==> src/rtl/dtt_pkg.sv <==
`default_nettype none
package dtt_pkg;
  localparam int TIMERS = 16;
  localparam int IW = (TIMERS > 1) ? $clog2(TIMERS) : 1;
  localparam int CW = $clog2(TIMERS + 1);
  localparam logic [31:0] THRESHOLD_RESET = 32'd5000000;

  typedef enum logic [2:0] {
    ACT_REGISTER = 3'd0,
    ACT_CANCEL   = 3'd1,
    ACT_REFRESH  = 3'd2,
    ACT_RESET    = 3'd3,
    ACT_QUERY    = 3'd4,
    ACT_PROCESS  = 3'd5
  } action_e;

  typedef enum logic [1:0] {
    ST_SUCCESS  = 2'd0,
    ST_INACTIVE = 2'd1,
    ST_FULL     = 2'd2
  } status_e;

  typedef enum logic [3:0] {
    S_IDLE, S_DISPATCH, S_RD, S_RMW, S_SCAN, S_SCAN_DONE,
    S_EMIT, S_REARM, S_REARM_RD, S_REARM_WR
  } state_e;

  typedef enum logic [1:0] {
    P_EARLIEST, P_DUE, P_MIN_DUE
  } purpose_e;
endpackage
`default_nettype wire

==> src/rtl/deadline_timer_table_unit.sv <==
// Channel   Direction  Handshake              Payload
// input     in         in_valid_i/in_stall_o  action, now_us, handle, period_us, recurring, from_now
// result    out        out_valid_o/out_stall_i status, slot, delay_us, at_front, expired_valid, last
// config    in         cfg_we_i               cfg_wdata_i (rollover threshold)
// One transaction is worked on at a time. Register and query run one scan of the deadline
// memory, one slot per cycle; a reset that changes the timer runs one too. Process runs two
// scans plus one scan per expired timer; each recurring one also passes a read state to rearm.
// Reset clears the marks at once; no clearing pass. A stalled result holds the unit in its
// emit state; a scan itself never stalls.
`default_nettype none
module deadline_timer_table_unit import dtt_pkg::*; (
  input  wire logic        clk_i,
  input  wire logic        rst_ni,
  input  wire logic        in_valid_i,
  output logic             in_stall_o,
  input  wire logic [2:0]  action_i,
  input  wire logic [63:0] now_us_i,
  input  wire logic [3:0]  handle_i,
  input  wire logic [63:0] period_us_i,
  input  wire logic        recurring_i,
  input  wire logic        from_now_i,
  output logic             out_valid_o,
  input  wire logic        out_stall_i,
  output logic [1:0]       status_o,
  output logic [3:0]       slot_o,
  output logic [63:0]      delay_us_o,
  output logic             at_front_o,
  output logic             expired_valid_o,
  output logic             last_o,
  input  wire logic        cfg_we_i,
  input  wire logic [31:0] cfg_wdata_i
);

  logic [63:0] dl_mem [TIMERS];
  logic [63:0] per_mem [TIMERS];
  logic [63:0] rd_dl_q, rd_per_q;
  logic [IW-1:0] rd_addr, wr_addr;
  logic wr_dl, wr_per;
  logic [63:0] wr_dl_data, wr_per_data;

  state_e state_q, state_d, ret_q, ret_d;
  purpose_e purp_q, purp_d;
  logic [2:0] act_q;
  logic [63:0] now_q, per_q;
  logic [3:0] h_q;
  logic rec_q, fnow_q;
  logic [IW-1:0] slot_q, slot_d;
  logic best_q, best_d;
  logic [IW-1:0] best_idx_q, best_idx_d;
  logic [63:0] best_dl_q, best_dl_d;
  logic [TIMERS-1:0] due_q, due_d, active_q, active_d, recur_q, recur_d;
  logic [CW-1:0] cnt_q, cnt_d;
  logic rvalid_q, rvalid_d;
  logic [IW-1:0] ridx_q, ridx_d;
  logic front_q, front_d, roll_q, roll_d, lastr_q, lastr_d;
  logic [63:0] prev_q, prev_d;
  logic [31:0] thr_q;
  logic [1:0] rst_st_q, rst_st_d;
  logic [IW-1:0] rs_slot_q, rs_slot_d;
  logic [63:0] rs_dl_q, rs_dl_d;
  logic rs_fr_q, rs_fr_d, rs_ev_q, rs_ev_d, rs_la_q, rs_la_d;
  logic ov_q, ov_d, ofr_q, ofr_d, oev_q, oev_d, ola_q, ola_d;
  logic [1:0] ost_q, ost_d;
  logic [3:0] oslot_q, oslot_d;
  logic [63:0] odl_q, odl_d;

  logic [IW-1:0] hidx, free_idx;
  logic h_ok, free_ok, scan_mask;
  logic [63:0] start;

  assign hidx = IW'(h_q);
  assign h_ok = (int'(h_q) < TIMERS) && active_q[hidx];

  always_comb begin
    free_ok = 1'b0;
    free_idx = '0;
    for (int i = TIMERS - 1; i >= 0; i--) begin
      if (!active_q[i]) begin
        free_ok = 1'b1;
        free_idx = IW'(i);
      end
    end
  end

  always_ff @(posedge clk_i) begin
    rd_dl_q <= dl_mem[rd_addr];
    rd_per_q <= per_mem[rd_addr];
    if (wr_dl) dl_mem[wr_addr] <= wr_dl_data;
    if (wr_per) per_mem[wr_addr] <= wr_per_data;
  end

  always_ff @(posedge clk_i or negedge rst_ni) begin
    if (!rst_ni) begin
      state_q <= S_IDLE;
      ret_q <= S_IDLE;
      purp_q <= P_EARLIEST;
      active_q <= '0;
      recur_q <= '0;
      front_q <= 1'b0;
      prev_q <= '0;
      thr_q <= THRESHOLD_RESET;
      ov_q <= 1'b0;
      cnt_q <= '0;
      rvalid_q <= 1'b0;
      best_q <= 1'b0;
    end else begin
      state_q <= state_d;
      ret_q <= ret_d;
      purp_q <= purp_d;
      active_q <= active_d;
      recur_q <= recur_d;
      front_q <= front_d;
      prev_q <= prev_d;
      if (cfg_we_i) thr_q <= cfg_wdata_i;
      ov_q <= ov_d;
      cnt_q <= cnt_d;
      rvalid_q <= rvalid_d;
      best_q <= best_d;
    end
  end

  always_ff @(posedge clk_i) begin
    if (state_q == S_IDLE && in_valid_i) begin
      act_q <= action_i;
      now_q <= now_us_i;
      h_q <= handle_i;
      per_q <= period_us_i;
      rec_q <= recurring_i;
      fnow_q <= from_now_i;
    end
    slot_q <= slot_d;
    best_idx_q <= best_idx_d;
    best_dl_q <= best_dl_d;
    due_q <= due_d;
    ridx_q <= ridx_d;
    roll_q <= roll_d;
    lastr_q <= lastr_d;
    rst_st_q <= rst_st_d;
    rs_slot_q <= rs_slot_d;
    rs_dl_q <= rs_dl_d;
    rs_fr_q <= rs_fr_d;
    rs_ev_q <= rs_ev_d;
    rs_la_q <= rs_la_d;
    ost_q <= ost_d;
    oslot_q <= oslot_d;
    odl_q <= odl_d;
    ofr_q <= ofr_d;
    oev_q <= oev_d;
    ola_q <= ola_d;
  end

  always_comb begin
    state_d = state_q;
    ret_d = ret_q;
    purp_d = purp_q;
    active_d = active_q;
    recur_d = recur_q;
    front_d = front_q;
    prev_d = prev_q;
    slot_d = slot_q;
    best_d = best_q;
    best_idx_d = best_idx_q;
    best_dl_d = best_dl_q;
    due_d = due_q;
    cnt_d = cnt_q;
    rvalid_d = 1'b0;
    ridx_d = ridx_q;
    roll_d = roll_q;
    lastr_d = lastr_q;
    rst_st_d = rst_st_q;
    rs_slot_d = rs_slot_q;
    rs_dl_d = rs_dl_q;
    rs_fr_d = rs_fr_q;
    rs_ev_d = rs_ev_q;
    rs_la_d = rs_la_q;
    ov_d = ov_q && out_stall_i;
    ost_d = ost_q;
    oslot_d = oslot_q;
    odl_d = odl_q;
    ofr_d = ofr_q;
    oev_d = oev_q;
    ola_d = ola_q;
    rd_addr = hidx;
    wr_addr = hidx;
    wr_dl = 1'b0;
    wr_per = 1'b0;
    wr_dl_data = now_q + rd_per_q;
    wr_per_data = per_q;
    start = fnow_q ? now_q : rd_dl_q - rd_per_q;

    scan_mask = (purp_q == P_MIN_DUE) ? due_q[ridx_q] : active_q[ridx_q];
    if (rvalid_q && scan_mask) begin
      if (purp_q == P_DUE) begin
        due_d[ridx_q] = roll_q || (rd_dl_q <= now_q);
      end else if (!best_q || rd_dl_q < best_dl_q) begin
        best_d = 1'b1;
        best_idx_d = ridx_q;
        best_dl_d = rd_dl_q;
      end
    end

    case (state_q)
      S_IDLE: begin
        if (in_valid_i) state_d = S_DISPATCH;
      end
      S_DISPATCH: begin
        rst_st_d = ST_SUCCESS;
        rs_slot_d = '0;
        rs_dl_d = '0;
        rs_fr_d = 1'b0;
        rs_ev_d = 1'b0;
        rs_la_d = 1'b1;
        ret_d = S_IDLE;
        state_d = S_EMIT;
        cnt_d = '0;
        best_d = 1'b0;
        purp_d = P_EARLIEST;
        case (act_q)
          ACT_REGISTER: begin
            if (!free_ok) begin
              rst_st_d = ST_FULL;
            end else begin
              wr_addr = free_idx;
              wr_dl = 1'b1;
              wr_per = 1'b1;
              wr_dl_data = now_q + per_q;
              active_d[free_idx] = 1'b1;
              recur_d[free_idx] = rec_q;
              slot_d = free_idx;
              state_d = S_SCAN;
            end
          end
          ACT_CANCEL: begin
            if (!h_ok) rst_st_d = ST_INACTIVE;
            else active_d[hidx] = 1'b0;
          end
          ACT_REFRESH, ACT_RESET: begin
            if (!h_ok) rst_st_d = ST_INACTIVE;
            else state_d = S_RD;
          end
          ACT_QUERY, ACT_PROCESS: state_d = S_SCAN;
          default: rst_st_d = ST_INACTIVE;
        endcase
      end
      S_RD: state_d = S_RMW;
      S_RMW: begin
        state_d = S_EMIT;
        if (act_q == ACT_REFRESH) begin
          wr_dl = 1'b1;
        end else if (!(per_q == rd_per_q && !fnow_q)) begin
          wr_dl = 1'b1;
          wr_per = 1'b1;
          wr_dl_data = start + per_q;
          slot_d = hidx;
          state_d = S_SCAN;
        end
      end
      S_SCAN: begin
        if (int'(cnt_q) < TIMERS) begin
          rd_addr = cnt_q[IW-1:0];
          ridx_d = cnt_q[IW-1:0];
          rvalid_d = 1'b1;
          cnt_d = cnt_q + CW'(1);
        end else begin
          state_d = S_SCAN_DONE;
        end
      end
      S_SCAN_DONE: begin
        cnt_d = '0;
        state_d = S_EMIT;
        case (purp_q)
          P_EARLIEST: begin
            case (act_q)
              ACT_QUERY: begin
                front_d = 1'b0;
                rs_dl_d = !best_q ? '1 : (now_q >= best_dl_q ? '0 : best_dl_q - now_q);
              end
              ACT_PROCESS: begin
                if (!best_q) begin
                  rst_st_d = ST_INACTIVE;
                end else begin
                  roll_d = (now_q < prev_q) && ((prev_q - now_q) > {32'd0, thr_q});
                  prev_d = now_q;
                  if (!roll_d && best_dl_q > now_q) begin
                    rst_st_d = ST_INACTIVE;
                  end else begin
                    purp_d = P_DUE;
                    due_d = '0;
                    state_d = S_SCAN;
                  end
                end
              end
              default: begin
                if (best_q && best_idx_q == slot_q && !front_q) begin
                  rs_fr_d = 1'b1;
                  front_d = 1'b1;
                end
                if (act_q == ACT_REGISTER) rs_slot_d = slot_q;
              end
            endcase
          end
          P_DUE: begin
            purp_d = P_MIN_DUE;
            best_d = 1'b0;
            state_d = S_SCAN;
          end
          default: begin
            slot_d = best_idx_q;
            due_d[best_idx_q] = 1'b0;
            lastr_d = (due_q & ~(TIMERS'(1) << best_idx_q)) == '0;
            rs_slot_d = best_idx_q;
            rs_ev_d = 1'b1;
            rs_la_d = lastr_d;
            ret_d = S_REARM;
          end
        endcase
      end
      S_EMIT: begin
        if (!ov_q || !out_stall_i) begin
          ov_d = 1'b1;
          ost_d = rst_st_q;
          oslot_d = 4'(rs_slot_q);
          odl_d = rs_dl_q;
          ofr_d = rs_fr_q;
          oev_d = rs_ev_q;
          ola_d = rs_la_q;
          state_d = ret_q;
        end
      end
      S_REARM: begin
        rd_addr = slot_q;
        if (recur_q[slot_q]) begin
          state_d = S_REARM_RD;
        end else begin
          active_d[slot_q] = 1'b0;
          state_d = S_REARM_WR;
        end
      end
      S_REARM_RD: begin
        state_d = S_REARM_WR;
        rd_addr = slot_q;
      end
      S_REARM_WR: begin
        if (recur_q[slot_q]) begin
          wr_addr = slot_q;
          wr_dl = 1'b1;
        end
        best_d = 1'b0;
        cnt_d = '0;
        state_d = lastr_q ? S_IDLE : S_SCAN;
      end
      default: state_d = S_IDLE;
    endcase
  end

  assign in_stall_o = (state_q != S_IDLE);
  assign out_valid_o = ov_q;
  assign status_o = ost_q;
  assign slot_o = oslot_q;
  assign delay_us_o = odl_q;
  assign at_front_o = ofr_q;
  assign expired_valid_o = oev_q;
  assign last_o = ola_q;

  a_cnt_range: assert property (@(posedge clk_i) disable iff (!rst_ni)
    int'(cnt_q) <= TIMERS) else $error("scan counter out of range");
  a_front_src: assert property (@(posedge clk_i) disable iff (!rst_ni)
    $rose(front_q) |-> (act_q == ACT_REGISTER || act_q == ACT_RESET))
    else $error("front notice raised by wrong action");
  a_expired_ok: assert property (@(posedge clk_i) disable iff (!rst_ni)
    ov_q && oev_q |-> ost_q == ST_SUCCESS) else $error("expired result with bad status");
  a_read_src: assert property (@(posedge clk_i) disable iff (!rst_ni)
    rvalid_q |-> $past(state_q == S_SCAN)) else $error("scan data outside a scan");
endmodule
`default_nettype wire
==> config.mk <==
export PLATFORM = sky130hd
export DESIGN_NAME = deadline_timer_table_unit
export DESIGN_NICKNAME = d
export VERILOG_FILES = /design/src/rtl/dtt_pkg.sv /design/src/rtl/deadline_timer_table_unit.sv
export SDC_FILE = /design/constraint.sdc
export NUM_CORES = 2
export LEC_CHECK = 0
export ABC_AREA = 1
export BUFFER_PORTS_ARGS = -buffer_cell sky130_fd_sc_hd__buf_2
export CORE_ASPECT_RATIO = 1.2
export CORE_MARGIN = 1
export CORE_UTILIZATION = 35
export DETAILED_ROUTE_END_ITERATION = 10
export HOLD_SLACK_MARGIN = 0.06
export MAX_ROUTING_LAYER = met4
export PLACE_DENSITY = 0.47
export SLEW_MARGIN = 5
export SYNTH_ARGS = -nofsm -noshare
export SYNTH_HDL_FRONTEND = slang
export SYNTH_SLANG_ARGS = --single-unit
==> constraint.sdc <==
create_clock -name clk_i -period 9.3 [get_ports clk_i]
set_input_delay 0.465 -clock clk_i [delete_from_list [all_inputs] [get_ports clk_i]]
set_output_delay 0.465 -clock clk_i [all_outputs]
set_load 0.01 [all_outputs]
==> flow_metrics.py <==
metrics = {
    "synthesis": {
        "synthAdderAreaFrac": 0.05146,
        "synthTopCellsByArea": "edfxtp_1 54%, o21ai_0 6.6%, nor2_1 6.0%, ha_1 5.1%, nand2_1 4.7%",
        "yosysTopAreaCell": "edfxtp_1",
        "synth-edff-count": 2409,
        "async_flop_share": 0.05339,
        "synth_ff_type": "edfxtp_1",
        "synth_most_common_cell": "edfxtp_1",
        "synth_top_cell_area_share": 0.5414,
        "synth-seq-cells": 2697,
        "syn_area_um2": 133600,
        "yosysSeqAreaShare": 0.5900,
        "synthMuxAreaShare": 0.00008427,
        "synth_common_cells": "2409 x edfxtp_1, 2146 x nor2_1, 1769 x o21ai_0",
        "synth_compound_area_frac": 0.1604,
        "ys_warn_count": 0,
        "syn_avg_cell_area_um2": 9.825,
        "syn_nets": 14320,
        "netlist_instances": 13600,
        "synthSimpleGateAreaFrac": 0.1343,
        "ys_types": 68,
        "synth_xor_area_frac": 0.01088,
        "synth_top_family_by_area": "compound AO/OA/AOI/OAI gates",
    },
    "sta": {
        "relSlewSlack": 0.07350,
        "timing.final.crit_share": 0.8265,
        "finalCriticalPeriod_ns": 7.686,
        "finClkSkew_ns": 0.1255,
        "final.setup.tns_ns": 0,
        "finalHoldViolations": 0,
        "drv_slew": 0,
        "worst_pin_slew_ns": 1.390,
        "fmax_mhz": 130.1,
        "setup_viol": 0,
        "rsz0062_at_grt": "no",
    },
    "cts": {
        "cts.sinks": 2697,
        "tritoncts": "built",
        "ctsLongestPathBuffers": 4,
        "clock_latency_ns": 1.03,
        "clock-root-buffer": "clkbuf_16",
        "cts_resized": 0,
        "clkSlewWorstSetupHoldPaths_ns": 0.06,
        "cts_buffers": 300,
        "htreeDepth": 5,
    },
    "worst_setup_path": {
        "crit_arrival_ns": 8.34,
        "worstSetupEndpointType": "flip-flop",
        "required_ns": 9.95,
        "r2r_cells": 32,
        "startpoint_type": "flip-flop",
        "reg2reg_slack_ns": 1.61,
        "crit_slowest_cell": "o21ai_0",
        "cp-startpoint": "rd_per_q[5]$_DFF_P_",
        "critPathMaxFanout": 16,
        "r2r_end": "dl_mem[9][56]$_DFFE_PP_",
        "cpMostUsedCell": "nand2_1",
        "cp_slowest_stage_delay_ns": 0.88,
        "worstReg2RegStart": "rd_per_q[5]$_DFF_P_",
        "crit_type": "reg2reg",
    },
    "flow_run": {
        "drv_cap": 0,
    },
    "power_and_ir_drop": {
        "irDropWorstVdd_uv": 307.1,
        "finalPower_uw": 62410,
        "power.leakage_uw": 0.05742,
        "p_per_area_nw_per_um2": 406.2,
    },
    "routing": {
        "wl_mm": 574.7,
        "vias": 107600,
        "firstDrtPassIters": 6,
        "route.detailed.drc": 0,
        "viasPerCell": 5.532,
        "wire_per_inst_um": 29.55,
        "ant_nets": 0,
        "drt_iter0_drc": 9958,
    },
    "cells_and_area": {
        "nNetsFinal": 14820,
        "drive_gt1_frac": 0.07858,
        "area_growth_pct": 14.99,
        "fillers": 37870,
    },
    "grt": {
        "track_usage": 0.2993,
        "grt_overflow": 0,
        "antenna_found_initial": 49,
        "first_global_vias": 104000,
        "grt_pass1_wl_mm": 794.6,
        "grt_max_degree": 149,
    },
    "floorplanning": {
        "die_y_um": 678.9,
        "pin_count": 249,
        "core_area_um2": 380100,
        "start_util": 0.3515,
        "die_x_um": 566.1,
        "die_area_um2": 384300,
        "row_count": 248,
    },
    "placed_design": {
        "gp_congestion": 1.067,
        "port-buffer-count": 248,
        "dp_hpwl_mm": 403.0,
    },
    "worst_hold_path": {
        "hp-class": "in2async",
    },
    "outcome": {
        "outcome": "finished, final reports clean",
    },
}
stage by stage:
step / instances / setup WS (ns) / area, um2 / utilization / hold WS (ns)
2_1_floorplan: 13600 / 2.095 / 133600 / - / 0.1694
3_3_place_gp: 18610 / 1.899 / 142000 / 0.3735 / 0.4009
6_report: 19450 / 1.614 / 153700 / 0.4042 / 0.08883
5_1_grt: 19440 / 1.325 / 153600 / 0.4042 / 0.1327
3_5_place_dp: 18620 / 1.928 / 142200 / 0.3740 / 0.4045
4_1_cts: 19340 / 1.882 / 153400 / 0.4035 / 0.06016
worst max-delay path by stage:
stage	endpoint	slack (ns)	cells past startpoint
2_1_floorplan	act_q[0]$_DFFE_PP_	2.09	5
3_3_place_gp	dl_mem[11][56]$_DFFE_PP_	1.90	32
3_5_place_dp	dl_mem[11][56]$_DFFE_PP_	1.93	32
4_1_cts	dl_mem[9][56]$_DFFE_PP_	1.88	32
5_1_grt	dl_mem[9][56]$_DFFE_PP_	1.32	31
6_report	dl_mem[9][56]$_DFFE_PP_	1.61	32
sequential cells by signal, summed over array words and instances (netlist names), 3 cells and up:
signal / flops
act_q: 3
active_q: 16
best_dl_q: 64
best_idx_q: 4
cnt_q: 5
delay_us_o: 64
dl_mem: 1024
due_q: 16
h_q: 4
now_q: 64
per_mem: 1024
per_q: 64
prev_q: 64
rd_dl_q: 64
rd_per_q: 64
recur_q: 16
ridx_q: 4
rs_dl_q: 64
rs_slot_q: 4
slot_o: 4
slot_q: 4
state_q: 4
thr_q: 32
layer usage:
| metal | track usage | wire, um | vias up |
|---|---|---|---|
| met2 | 0.4746 | 264500 | 3611 |
| met3 | 0.03909 | 33340 | 934 |
| met4 | 0.1511 | 34790 | 0 |
| met5 | - | 0 | - |
| met1 | 0.3763 | 242100 | 53740 |
| li1 | - | - | 49300 |
critical path: cells and delay by family, from the launching register on:
| family | cells | cell delay, ns |
|---|---|---|
| and+or+nand+nor | 18 | 2.74 |
| AOI/OAI and AO/OA | 7 | 2.38 |
| adders and majority gates | 2 | 1.04 |
| buffers and inverters | 5 | 0.84 |
| DFF | 1 | 0.34 |
placed cells by master (no fill, tap or decap), types with 106 or more instances in the layout:
master         count
o22ai_1          668
clkbuf_16        305
nand2_1         1666
edfxtp_1        2409
dfxtp_1          144
xor2_1           108
buf_2            247
dlygate4sd3_1    173
buf_4            245
o21ai_0         1769
nor2_1          2110
nand3_1          323
dfrtp_1          135
diode_2          106
o21ai_1          131
a31oi_1          156
inv_1           1318
ha_1             540
a21oi_1          802
cell families after synthesis:
| kind of cell | count (synthesis) |
|---|---|
| and+or+nand+nor | 4469 |
| AOI/OAI and AO/OA | 3875 |
| DFF | 2697 |
| buffers and inverters | 1847 |
| adders and majority gates | 546 |
| xor gates and xnor gates | 166 |
| muxes | 1 |
cell type report:
cell class,instances,area [um2],share of cell area
Sequential cell,2697,78840,0.5131
Clock buffer,378,8006,0.05211
Inverter,1335,5041,0.03281
Antenna cell,106,265.3,0.001726
Clock inverter,168,1483,0.009649
Multi-Input combinational cell,9057,48160,0.3134
Timing Repair Buffer,707,5608,0.03650
Tap cell,5000,6256,0.04071
power by group:
part           total (uW)  switching (uW)  internal (uW)  leakage [uW]
Combinational       32500           24200           8350        0.0279
Clock               11800            5110           6680       0.00464
Sequential          18100            1450          16700        0.0248
what timing repair did:
item / in CTS / in global routing
hold endpoints to repair: 254 / 0
hold buffers: 173 / 0
buffers inserted: 0 / 0
No activity file was read; power rests on OpenSTA's default activity.
